[src/hdl/sensor_window_alarm_logger_unit_defines.svh]
`ifndef SENSOR_WINDOW_ALARM_LOGGER_UNIT_DEFINES_SVH
`define SENSOR_WINDOW_ALARM_LOGGER_UNIT_DEFINES_SVH

// same-cycle implication
`define SWAL_ASSERT_NOW(lbl, clk, rst, ante, cons) \
   lbl: assert property (@(posedge clk) disable iff (rst) (ante) |-> (cons)) \
      else $error("swal check failed");

// next-cycle implication
`define SWAL_ASSERT_NEXT(lbl, clk, rst, ante, cons) \
   lbl: assert property (@(posedge clk) disable iff (rst) (ante) |=> (cons)) \
      else $error("swal check failed");

`endif

[src/hdl/swal_pkg.sv]
package swal_pkg;

   localparam int TEMP_RAW_W  = 10;
   localparam int LIGHT_RAW_W = 10;
   localparam int DEG_W       = 9;
   localparam int PCT_W       = 10;
   localparam int BAR_LEDS    = 6;
   localparam int SLOT_W      = 9;
   localparam int BYTE_W      = 8;
   localparam int DIV_W       = 17;
   localparam int DVSR_W      = 10;
   localparam int THR_W       = 9;
   localparam int FS_W        = 10;
   localparam int CSR_IDX_W   = 8;
   localparam int CSR_DATA_W  = 16;

   localparam logic [THR_W-1:0]     THR_RESET = THR_W'(23);
   localparam logic [FS_W-1:0]      FS_RESET  = FS_W'(675);
   localparam logic [CSR_IDX_W-1:0] CSR_ALARM_THRESHOLD  = CSR_IDX_W'(0);
   localparam logic [CSR_IDX_W-1:0] CSR_LIGHT_FULL_SCALE = CSR_IDX_W'(1);

   typedef struct packed {
      logic [TEMP_RAW_W-1:0]  temp_raw;
      logic [LIGHT_RAW_W-1:0] light_raw;
   } req_type;

   typedef struct packed {
      logic [DEG_W-1:0]    temp_degrees;
      logic [PCT_W-1:0]    light_percent;
      logic [BAR_LEDS-1:0] bar_leds;
      logic                alarm;
      logic                log_written;
      logic                log_full;
      logic [SLOT_W-1:0]   slot_index;
      logic [BYTE_W-1:0]   avg_temp_byte;
      logic [BYTE_W-1:0]   avg_light_byte;
   } rsp_type;

   typedef struct packed {
      logic       capture;
      logic       div_start;
      logic       pct_load;
      logic       ring_wr;
      logic       sum_clr;
      logic       sum_step;
      logic       avg_t_load;
      logic       avg_l_load;
      logic       rsp_load;
   } cmd_type;

   typedef struct packed {
      logic div_done;
      logic alarm;
      logic sum_last;
      logic rsp_free;
   } status_type;

endpackage

[src/hdl/swal_div.sv]
module swal_div
   import swal_pkg::*;
(
   input  logic              clock,
   input  logic              reset,
   input  logic              start,
   input  logic [DIV_W-1:0]  dividend,
   input  logic [DVSR_W-1:0] divisor,
   output logic              done,
   output logic [DIV_W-1:0]  quotient
);

   localparam int CNT_W = $clog2(DIV_W);

   logic [DVSR_W-1:0] rem_ff, rem_in;
   logic [DIV_W-1:0]  quo_ff, quo_in;
   logic [DVSR_W-1:0] dvsr_ff;
   logic [CNT_W-1:0]  cnt_ff, cnt_in;
   logic              busy_ff, busy_in;
   logic              done_ff, done_in;
   logic [DVSR_W:0]   trial;
   logic [DVSR_W:0]   diff;
   logic              ge;

   assign trial = {rem_ff, quo_ff[DIV_W-1]};
   assign ge    = trial >= {1'b0, dvsr_ff};
   assign diff  = trial - {1'b0, dvsr_ff};

   always_comb begin
      rem_in  = rem_ff;
      quo_in  = quo_ff;
      cnt_in  = cnt_ff;
      busy_in = busy_ff;
      done_in = 1'b0;
      if (start) begin
         rem_in  = '0;
         quo_in  = dividend;
         cnt_in  = '0;
         busy_in = 1'b1;
      end else if (busy_ff) begin
         rem_in = ge ? diff[DVSR_W-1:0] : trial[DVSR_W-1:0];
         quo_in = {quo_ff[DIV_W-2:0], ge};
         cnt_in = cnt_ff + CNT_W'(1);
         if (cnt_ff == CNT_W'(DIV_W - 1)) begin
            busy_in = 1'b0;
            done_in = 1'b1;
         end
      end
   end

   always_ff @(posedge clock) begin
      if (reset) begin
         busy_ff <= 1'b0;
         done_ff <= 1'b0;
         cnt_ff  <= '0;
      end else begin
         busy_ff <= busy_in;
         done_ff <= done_in;
         cnt_ff  <= cnt_in;
      end
      rem_ff <= rem_in;
      quo_ff <= quo_in;
      if (start) begin
         dvsr_ff <= divisor;
      end
   end

   assign done     = done_ff;
   assign quotient = quo_ff;

endmodule

[src/hdl/swal_ctrl.sv]
module swal_ctrl
   import swal_pkg::*;
(
   input  logic       clock,
   input  logic       reset,
   input  logic       req_valid,
   output logic       req_stall,
   input  status_type status,
   output cmd_type    cmd
);

   localparam logic [2:0] S_IDLE   = 3'd0;
   localparam logic [2:0] S_PCT    = 3'd1;
   localparam logic [2:0] S_RING   = 3'd2;
   localparam logic [2:0] S_SUM    = 3'd3;
   localparam logic [2:0] S_AVG    = 3'd4;
   localparam logic [2:0] S_OUT    = 3'd5;

   logic [2:0] state_ff, state_in;

   always_comb begin
      state_in  = state_ff;
      cmd       = '0;
      req_stall = 1'b1;
      unique case (state_ff)
         S_IDLE: begin
            req_stall = 1'b0;
            if (req_valid) begin
               cmd.capture   = 1'b1;
               cmd.div_start = 1'b1;
               state_in      = S_PCT;
            end
         end
         S_PCT: begin
            if (status.div_done) begin
               cmd.pct_load = 1'b1;
               state_in     = S_RING;
            end
         end
         S_RING: begin
            cmd.ring_wr = 1'b1;
            cmd.sum_clr = 1'b1;
            state_in    = status.alarm ? S_SUM : S_OUT;
         end
         S_SUM: begin
            cmd.sum_step = 1'b1;
            if (status.sum_last) begin
               state_in = S_AVG;
            end
         end
         S_AVG: begin
            cmd.avg_t_load = 1'b1;
            cmd.avg_l_load = 1'b1;
            state_in       = S_OUT;
         end
         S_OUT: begin
            if (status.rsp_free) begin
               cmd.rsp_load = 1'b1;
               state_in     = S_IDLE;
            end
         end
         default: state_in = S_IDLE;
      endcase
   end

   always_ff @(posedge clock) begin
      if (reset) begin
         state_ff <= S_IDLE;
      end else begin
         state_ff <= state_in;
      end
   end

endmodule

[src/hdl/swal_dp.sv]
module swal_dp
   import swal_pkg::*;
#(
   parameter int WINDOW    = 30,
   parameter int LOG_SLOTS = 512
) (
   input  logic              clock,
   input  logic              reset,
   input  req_type           req_data,
   input  logic [THR_W-1:0]  alarm_threshold,
   input  logic [FS_W-1:0]   light_full_scale,
   input  cmd_type           cmd,
   output status_type        status,
   input  logic              rsp_stall,
   output logic              rsp_valid,
   output rsp_type           rsp_data
);

   localparam int PTR_W = (WINDOW > 1) ? $clog2(WINDOW) : 1;
   localparam int SUM_W = $clog2(WINDOW * 1023 + 1);
   localparam int CNT_W = $clog2(LOG_SLOTS + 1);
   localparam int PROD_W = 17;
   localparam int BAR_P_W = 14;
   localparam int AVG_D = 2 * WINDOW;
   localparam int AVG_X_W = $clog2(2 * WINDOW * 1023 + WINDOW + 1);
   localparam int AVG_K = AVG_X_W + $clog2(AVG_D);
   localparam longint AVG_M = ((longint'(1) << AVG_K) + longint'(AVG_D) - 1) / AVG_D;
   localparam int AVG_M_W = $clog2(AVG_M + 1);
   localparam int AVG_P_W = AVG_X_W + AVG_M_W;

   logic [DEG_W-1:0]  deg_ff;
   logic              alarm_ff;
   logic [PCT_W-1:0]  pct_ff;
   logic [DEG_W-1:0]  temp_ring_ff  [WINDOW];
   logic [PCT_W-1:0]  light_ring_ff [WINDOW];
   logic [PTR_W-1:0]  ptr_ff;
   logic [PTR_W-1:0]  sum_idx_ff;
   logic [SUM_W-1:0]  sum_t_ff, sum_l_ff;
   logic [BYTE_W-1:0] avg_t_ff, avg_l_ff;
   logic [CNT_W-1:0]  log_cnt_ff;
   logic              rsp_valid_ff;
   rsp_type           rsp_ff;

   logic [PROD_W-1:0]  t_prod;
   logic [PROD_W-1:0]  thr_prod;
   logic [DIV_W-1:0]   div_dividend;
   logic [DVSR_W-1:0]  div_divisor;
   logic               div_done;
   logic [DIV_W-1:0]   div_quo;
   logic [PCT_W-1:0]   pct_sat;
   logic [BAR_P_W-1:0] bar_prod;
   logic [BAR_LEDS-1:0] bars;
   logic               log_wr;
   logic               log_nonzero;
   logic [AVG_X_W-1:0] avg_t_x, avg_l_x;
   logic [AVG_P_W-1:0] avg_t_prod, avg_l_prod;

   assign t_prod   = PROD_W'(req_data.temp_raw) * PROD_W'(125);
   assign thr_prod = {alarm_threshold, 8'h00};

   assign div_dividend = DIV_W'(req_data.light_raw) * DIV_W'(100);
   assign div_divisor  = light_full_scale;

   swal_div u_div (
      .clock    (clock),
      .reset    (reset),
      .start    (cmd.div_start),
      .dividend (div_dividend),
      .divisor  (div_divisor),
      .done     (div_done),
      .quotient (div_quo)
   );

   assign pct_sat  = (div_quo > DIV_W'(1023)) ? PCT_W'(1023) : div_quo[PCT_W-1:0];
   assign bar_prod = BAR_P_W'(pct_ff) * BAR_P_W'(BAR_LEDS);

   always_comb begin
      for (int i = 0; i < BAR_LEDS; i++) begin
         bars[i] = bar_prod >= BAR_P_W'((i + 1) * 100);
      end
   end

   assign avg_t_x    = AVG_X_W'({sum_t_ff, 1'b0}) + AVG_X_W'(WINDOW);
   assign avg_l_x    = AVG_X_W'({sum_l_ff, 1'b0}) + AVG_X_W'(WINDOW);
   assign avg_t_prod = AVG_P_W'(avg_t_x) * AVG_P_W'(AVG_M);
   assign avg_l_prod = AVG_P_W'(avg_l_x) * AVG_P_W'(AVG_M);

   assign log_wr      = alarm_ff && (log_cnt_ff < CNT_W'(LOG_SLOTS));
   assign log_nonzero = (avg_t_ff != '0) || (avg_l_ff != '0);

   always_ff @(posedge clock) begin
      if (cmd.capture) begin
         deg_ff   <= t_prod[PROD_W-1:8];
         alarm_ff <= t_prod > thr_prod;
      end
      if (cmd.pct_load) begin
         pct_ff <= pct_sat;
      end
      if (cmd.avg_t_load) begin
         avg_t_ff <= avg_t_prod[AVG_K +: BYTE_W];
      end
      if (cmd.avg_l_load) begin
         avg_l_ff <= avg_l_prod[AVG_K +: BYTE_W];
      end
      if (cmd.sum_clr) begin
         sum_t_ff   <= '0;
         sum_l_ff   <= '0;
         sum_idx_ff <= '0;
      end else if (cmd.sum_step) begin
         sum_t_ff   <= sum_t_ff + SUM_W'(temp_ring_ff[sum_idx_ff]);
         sum_l_ff   <= sum_l_ff + SUM_W'(light_ring_ff[sum_idx_ff]);
         sum_idx_ff <= sum_idx_ff + PTR_W'(1);
      end
      if (cmd.rsp_load) begin
         rsp_ff.temp_degrees   <= deg_ff;
         rsp_ff.light_percent  <= pct_ff;
         rsp_ff.bar_leds       <= bars;
         rsp_ff.alarm          <= alarm_ff;
         rsp_ff.log_written    <= log_wr;
         rsp_ff.log_full       <= alarm_ff && !log_wr;
         rsp_ff.slot_index     <= log_wr ? SLOT_W'(log_cnt_ff) : '0;
         rsp_ff.avg_temp_byte  <= alarm_ff ? avg_t_ff : '0;
         rsp_ff.avg_light_byte <= alarm_ff ? avg_l_ff : '0;
      end
   end

   always_ff @(posedge clock) begin
      if (reset) begin
         for (int i = 0; i < WINDOW; i++) begin
            temp_ring_ff[i]  <= '0;
            light_ring_ff[i] <= '0;
         end
         ptr_ff       <= '0;
         log_cnt_ff   <= '0;
         rsp_valid_ff <= 1'b0;
      end else begin
         if (cmd.ring_wr) begin
            temp_ring_ff[ptr_ff]  <= deg_ff;
            light_ring_ff[ptr_ff] <= pct_ff;
            ptr_ff <= (ptr_ff == PTR_W'(WINDOW - 1)) ? '0 : ptr_ff + PTR_W'(1);
         end
         if (cmd.rsp_load && log_wr && log_nonzero) begin
            log_cnt_ff <= log_cnt_ff + CNT_W'(1);
         end
         if (cmd.rsp_load) begin
            rsp_valid_ff <= 1'b1;
         end else if (!rsp_stall) begin
            rsp_valid_ff <= 1'b0;
         end
      end
   end

   assign status.div_done = div_done;
   assign status.alarm    = alarm_ff;
   assign status.sum_last = sum_idx_ff == PTR_W'(WINDOW - 1);
   assign status.rsp_free = !rsp_valid_ff || !rsp_stall;

   assign rsp_valid = rsp_valid_ff;
   assign rsp_data  = rsp_ff;

endmodule

[src/hdl/sensor_window_alarm_logger_unit.sv]
// channel   direction  handshake              payload
// req_      in         req_valid / req_stall  req_type: temp_raw, light_raw
// rsp_      out        rsp_valid / rsp_stall  rsp_type: degrees, percent, bars, log result
// csr_      in         csr_valid / csr_ready  csr_index, csr_wdata
//
// An item without alarm passes the serial percent divider (17 steps); with alarm it also
// passes the window sum, which adds one entry per cycle.
// Reset clears rings, pointer, log fill count and the response valid flag; CSRs take reset values.
// The log is a fill count: occupied slots always form a prefix of the store.
// A waiting result holds under rsp_stall; the next item waits only at its final step.
`include "sensor_window_alarm_logger_unit_defines.svh"

module sensor_window_alarm_logger_unit
   import swal_pkg::*;
#(
   parameter int WINDOW    = 30,
   parameter int LOG_SLOTS = 512
) (
   input  logic                  clock,
   input  logic                  reset,
   input  logic                  req_valid,
   output logic                  req_stall,
   input  req_type               req_data,
   output logic                  rsp_valid,
   input  logic                  rsp_stall,
   output rsp_type               rsp_data,
   input  logic                  csr_valid,
   output logic                  csr_ready,
   input  logic [CSR_IDX_W-1:0]  csr_index,
   input  logic [CSR_DATA_W-1:0] csr_wdata
);

   logic [THR_W-1:0] thr_ff;
   logic [FS_W-1:0]  fs_ff;
   cmd_type          cmd;
   status_type       status;

   assign csr_ready = 1'b1;

   always_ff @(posedge clock) begin
      if (reset) begin
         thr_ff <= THR_RESET;
         fs_ff  <= FS_RESET;
      end else if (csr_valid && csr_ready) begin
         unique case (csr_index)
            CSR_ALARM_THRESHOLD:  thr_ff <= csr_wdata[THR_W-1:0];
            CSR_LIGHT_FULL_SCALE: fs_ff  <= csr_wdata[FS_W-1:0];
            default: ;
         endcase
      end
   end

   swal_ctrl u_ctrl (
      .clock     (clock),
      .reset     (reset),
      .req_valid (req_valid),
      .req_stall (req_stall),
      .status    (status),
      .cmd       (cmd)
   );

   swal_dp #(
      .WINDOW    (WINDOW),
      .LOG_SLOTS (LOG_SLOTS)
   ) u_dp (
      .clock            (clock),
      .reset            (reset),
      .req_data         (req_data),
      .alarm_threshold  (thr_ff),
      .light_full_scale (fs_ff),
      .cmd              (cmd),
      .status           (status),
      .rsp_stall        (rsp_stall),
      .rsp_valid        (rsp_valid),
      .rsp_data         (rsp_data)
   );

   `SWAL_ASSERT_NEXT(a_busy_after_accept, clock, reset, req_valid && !req_stall, req_stall)
   `SWAL_ASSERT_NOW(a_quiet_without_alarm, clock, reset, rsp_valid && !rsp_data.alarm, !rsp_data.log_written && !rsp_data.log_full)
   `SWAL_ASSERT_NOW(a_written_or_full, clock, reset, rsp_valid && rsp_data.alarm, rsp_data.log_written != rsp_data.log_full)
   `SWAL_ASSERT_NOW(a_slot_zero_unwritten, clock, reset, rsp_valid && !rsp_data.log_written, rsp_data.slot_index == '0)

endmodule
[config.mk]
export PLATFORM = sky130hd
export DESIGN_NAME = sensor_window_alarm_logger_unit
export DESIGN_NICKNAME = d
export VERILOG_FILES = /design/src/hdl/swal_pkg.sv /design/src/hdl/swal_div.sv /design/src/hdl/swal_ctrl.sv /design/src/hdl/swal_dp.sv /design/src/hdl/sensor_window_alarm_logger_unit.sv
export VERILOG_INCLUDE_DIRS = /design/src /design/src/hdl
export SDC_FILE = /design/constraint.sdc
export NUM_CORES = 2
export LEC_CHECK = 0
export BUFFER_PORTS_ARGS = -buffer_cell sky130_fd_sc_hd__buf_4
export CORE_UTILIZATION = 40
export DETAILED_ROUTE_END_ITERATION = 16
export MAX_ROUTING_LAYER = met4
export SYNTH_ARGS = -nofsm -noshare
export SYNTH_HDL_FRONTEND = slang
export SYNTH_SLANG_ARGS = --single-unit
[constraint.sdc]
create_clock -name clock -period 7.13 [get_ports clock]
set_input_delay 1.426 -clock clock [delete_from_list [all_inputs] [get_ports clock]]
set_output_delay 1.426 -clock clock [all_outputs]
set_load 0.1 [all_outputs]
==> results by group <==
Outcome
  – Outcome: complete, no violations

Job
  – Max-cap violation count: 0

Detailed routing
  – Iteration count of the initial detailed-routing pass: 5
  – Number of vias per cell after detailed routing: ~5.2
  – Total detailed-routing wirelength: 99400 um
  – Met1 wire length: 44300 um
  – Met3 wirelength from detailed routing: 4980 um
  – Top layer in use: met4
  – Metal2 WL: 47600 um
  – Average detailed-routed wire length per instance: about 21 um
  – Antenna Nets Post-Route: 0
  – DRC violations left: 0
  – Iter 0 DRT Violations: 1970
  – Total via count in the routed design: about 25000

Power and ir drop
  – Fraction of power spent switching nets: between 30 and 40%
  – Part of the total power dissipated in sequential elements: just over 30%
  – Power density cells: 402 mW/mm^2
  – Total power: 19800 uW
  – Maximum vdd drop: 399 uV
  – Standby leakage power: 0.0191 uW
  – Power share of the combinational group: 46.3%
  – NetSw: 7300 uW
  – Internal power summed over all cells: 12500 uW
  – Clock Power Share: a little under a quarter

GRT
  – GRT Overall Usage: 18.6%
  – Maximum number of pins on one net before global-route repair: 44
  – Total gr overflow: 0
  – Global-route wire length before repair: 153000 um
  – Vias in the first global route: 25492
  – Antenna violations before repair: 3

Die
  – Starting Density: 40.6%
  – Area of the core region: 0.108 mm^2
  – Die footprint: about 0.11 mm^2
  – Num rows: 120
  – DIE HEIGHT: around 330 um
  – Count of boundary I/O pins: 105
  – Die width: approximately 330 um

Clock tree
  – Maximum buffer depth of the clock tree: 3
  – Clock H-tree levels: 3
  – Clk pin slew, worst setup/hold paths: about 60 ps
  – Clock net sink count: 819
  – Root buffer selected by CTS: sky130_fd_sc_hd__clkbuf_16
  – Insertion delay to the later sink of the worst-skew pair: 660 ps
  – Post CTS Setup Buffer Count: 0
  – Number of buffers added to fix hold violations after cts: 0
  – Clock tree from TritonCTS: done
  – Gates resized, CTS repair: 0
  – Cts bufs inserted: between 90 and 100

Logic synthesis
  – XOR/XNOR share of the synthesized area: around 2.2%
  – Most used flip-flop cell after synthesis: sky130_fd_sc_hd__edfxtp_1
  – Post-Synthesis Cells: 3270
  – Adder-Cell Fraction of Synth Area: approximately 12%
  – Flops & latches, synth: about 820
  – Fraction of the mapped netlist area in compound gates: about 4.2%
  – Mean post-synth cell area: 13.4 um^2
  – Simple-gate area share of the yosys netlist: 12.8%
  – Multiplexer share of the synthesized area: 11.1%
  – Fraction of synthesis flops using an asynchronous set or reset pin: 0%
  – Count of warnings emitted by yosys: 0
  – Number of library cell types mapped by synthesis: just over 70
  – Mapped Area: around 0.044 mm^2
  – Part of the Yosys area used for sequential elements: 54.0%
  – Count of flip-flops with a built-in enable after synthesis: around 720
  – Syn_nets: 3696
  – Main combinational cell family by area after synthesis: simple AND/OR/NAND/NOR gates

Timing
  – Sum of negative setup slack: 0 ps
  – Number of hold violations in the final report: 0
  – RSZ-0062 raised after global routing: false
  – Final max-slew violation count: 0
  – Worst hold slack across all endpoints: 434 ps
  – Actual slew at the worst max-slew pin: between 1000 and 1500 ps
  – Max_slew headroom: 17.9%
  – Final worst clock skew: 21.2 ps
  – Setup Viol. Count Final: 0
  – Period utilisation layout: 84.5%
  – Time the final worst path needs with I/O delays and setup: roughly 6000 ps
  – Worst setup margin: about 1100 ps
  – Timing-limited maximum frequency: approximately 170 MHz

Placement
  – HPWL after detailed placement: 67800 um
  – Port bufs: 97
  – Placement-stage worst setup slack: 423 ps
  – Weighted congestion reported at the end of routability-driven placement: 0.850
  – Post-placement cell area: 0.0462 mm^2

Worst setup path
  – Category of the critical setup timing path: primary input to flip-flop
  – Required time of the worst setup path: 7520 ps
  – Cells traversed along the worst timing path: buf_4, inv_1, fa_1, fa_1, inv_1, fa_1, inv_1, fa_1, inv_1, ha_1, a21o_1, a21o_1, a21oi_1, o21ai_0, o31a_1, nor2_1, xnor2_1, ha_1, nand3_1, nor4_1, nand3_1, o31a_1
  – Critical path endpoint category: flip-flop
  – Critical Path AT: 6420 ps
  – Top fanout value on the critical path: 5
  – Delay-heaviest family, CP: adder cells
  – Critical Path Slowest Stage Cell: sky130_fd_sc_hd__fa_1
  – Peak per-stage delay on the critical path: 560 ps
  – Setup crit start kind: primary input
  – Worst Path Buf+Inv: 5

Cells and area
  – Layout overhead on the synthesized area: 12.4%
  – Leading cell types in the layout, fill and taps excluded: sky130_fd_sc_hd__edfxtp_1, sky130_fd_sc_hd__and2_1, sky130_fd_sc_hd__ha_1, sky130_fd_sc_hd__inv_1, sky130_fd_sc_hd__mux4_2
  – Leading cell type in the layout, fill and taps excluded: sky130_fd_sc_hd__edfxtp_1
  – FILL cells: 9570
  – Fraction of layout instances using a drive strength above 1: 17.2%
  – Number of antenna diodes: 0
  – Final layout net count: between 3000 and 4000
  – Area of all placed cells without fillers: 0.0492 mm^2

Min path
  – Worst min-delay path category: flip-flop to flip-flop
[synth_stat cells, types with 42 or more instances]
master / number / share of area (%)
sky130_fd_sc_hd__clkbuf_1: 173 / 1.5
sky130_fd_sc_hd__dfxtp_1: 97 / 4.4
sky130_fd_sc_hd__ha_1: 306 / 8.8
sky130_fd_sc_hd__inv_1: 226 / 1.9
sky130_fd_sc_hd__xnor2_1: 69 / 1.4
sky130_fd_sc_hd__xor2_1: 42 / 0.84
sky130_fd_sc_hd__a21oi_1: 61 / 0.70
sky130_fd_sc_hd__nand3_1: 44 / 0.50
sky130_fd_sc_hd__and2_1: 511 / 7.3
sky130_fd_sc_hd__o21ai_0: 95 / 1.1
sky130_fd_sc_hd__nor2_1: 119 / 1.0
sky130_fd_sc_hd__edfxtp_1: 722 / 50
sky130_fd_sc_hd__nand2_1: 120 / 1.0
sky130_fd_sc_hd__fa_1: 71 / 3.2
sky130_fd_sc_hd__mux4_2: 190 / 9.8
sky130_fd_sc_hd__nor3_1: 111 / 1.3
[sequential cells by signal, indices dropped and copies added (netlist names), 3 cells and up, named ones only]
signal,count
u_ctrl.state_ff,3
u_dp.light_ring_ff,320
u_dp.deg_ff,9
u_dp.avg_t_ff,8
u_dp.sum_idx_ff,5
u_dp.sum_l_ff,15
u_dp.rsp_data,53
u_dp.temp_ring_ff,288
thr_ff,9
u_dp.u_div.dvsr_ff,10
u_dp.u_div.cnt_ff,5
u_dp.log_cnt_ff,10
u_dp.pct_ff,10
u_dp.avg_l_ff,8
fs_ff,10
u_dp.u_div.rem_ff,10
u_dp.sum_t_ff,15
u_dp.ptr_ff,5
u_dp.u_div.quotient,17
[worst paths after layout]
| kind | from | end | slack (ps) | depth (start not counted) |
|---|---|---|---|---|
| min reg2reg | fs_ff[6] | u_dp.u_div.dvsr_ff[6] | 430 | 0 |
| max | req_data[15] | u_dp.alarm_ff | 1110 | 22 |
| max reg2reg | u_dp.sum_t_ff[0] | u_dp.avg_t_ff[4] | 1420 | 20 |
| min | fs_ff[6] | u_dp.u_div.dvsr_ff[6] | 430 | 0 |
[metal layers]
| metal | global-route usage (%) | vias to the layer above |
|---|---|---|
| met5 | - | - |
| met4 | 5.02 | 0 |
| met3 | 2.57 | 129 |
| met2 | 30.1 | 576 |
| met1 | 24.7 | 12458 |
| li1 | - | 11979 |
[cells by family (layout without fill, tap and decap cells)]
group	after synthesis	after routing
compound gates	280	280
xor+xnor	111	111
fa+ha+maj	377	377
buf+inv	427	568
flops	819	819
mux	245	245
other cells	1	1
simple gates	1010	1010
[through the flow]
| step | instances | util, % |
|---|---|---|
| detailed placement | 4648 | 42.9 |
| CTS | 4814 | 45.6 |
| global placement | 4648 | 42.9 |
| finish | 4814 | 45.6 |
| floorplan | 3270 | - |
| global route | 4814 | 45.6 |
[cell type report]
type                       count  area (um^2)  share of cell area [%]
tap                         1403         1760                    3.57
clock inverter                47          397                   0.807
timing repair buffer         176         1380                    2.81
inverter                     226          848                    1.73
sequential                   819        23600                    48.1
clock buffer                 119         2520                    5.12
multi-input combinational   2024        18600                    37.9
[power by group through the flow]
stage | logic [uW] | clock network [uW] | registers (uW)
detailed placement | 9230 | 0 | 6120
finish | 9160 | 4600 | 6020
floorplan | 6890 | 0 | 5970
CTS | 9340 | 4700 | 6020
global route | 10500 | 4870 | 6070
global placement | 9120 | 0 | 6110
No activity file was read; power rests on OpenSTA's default activity.
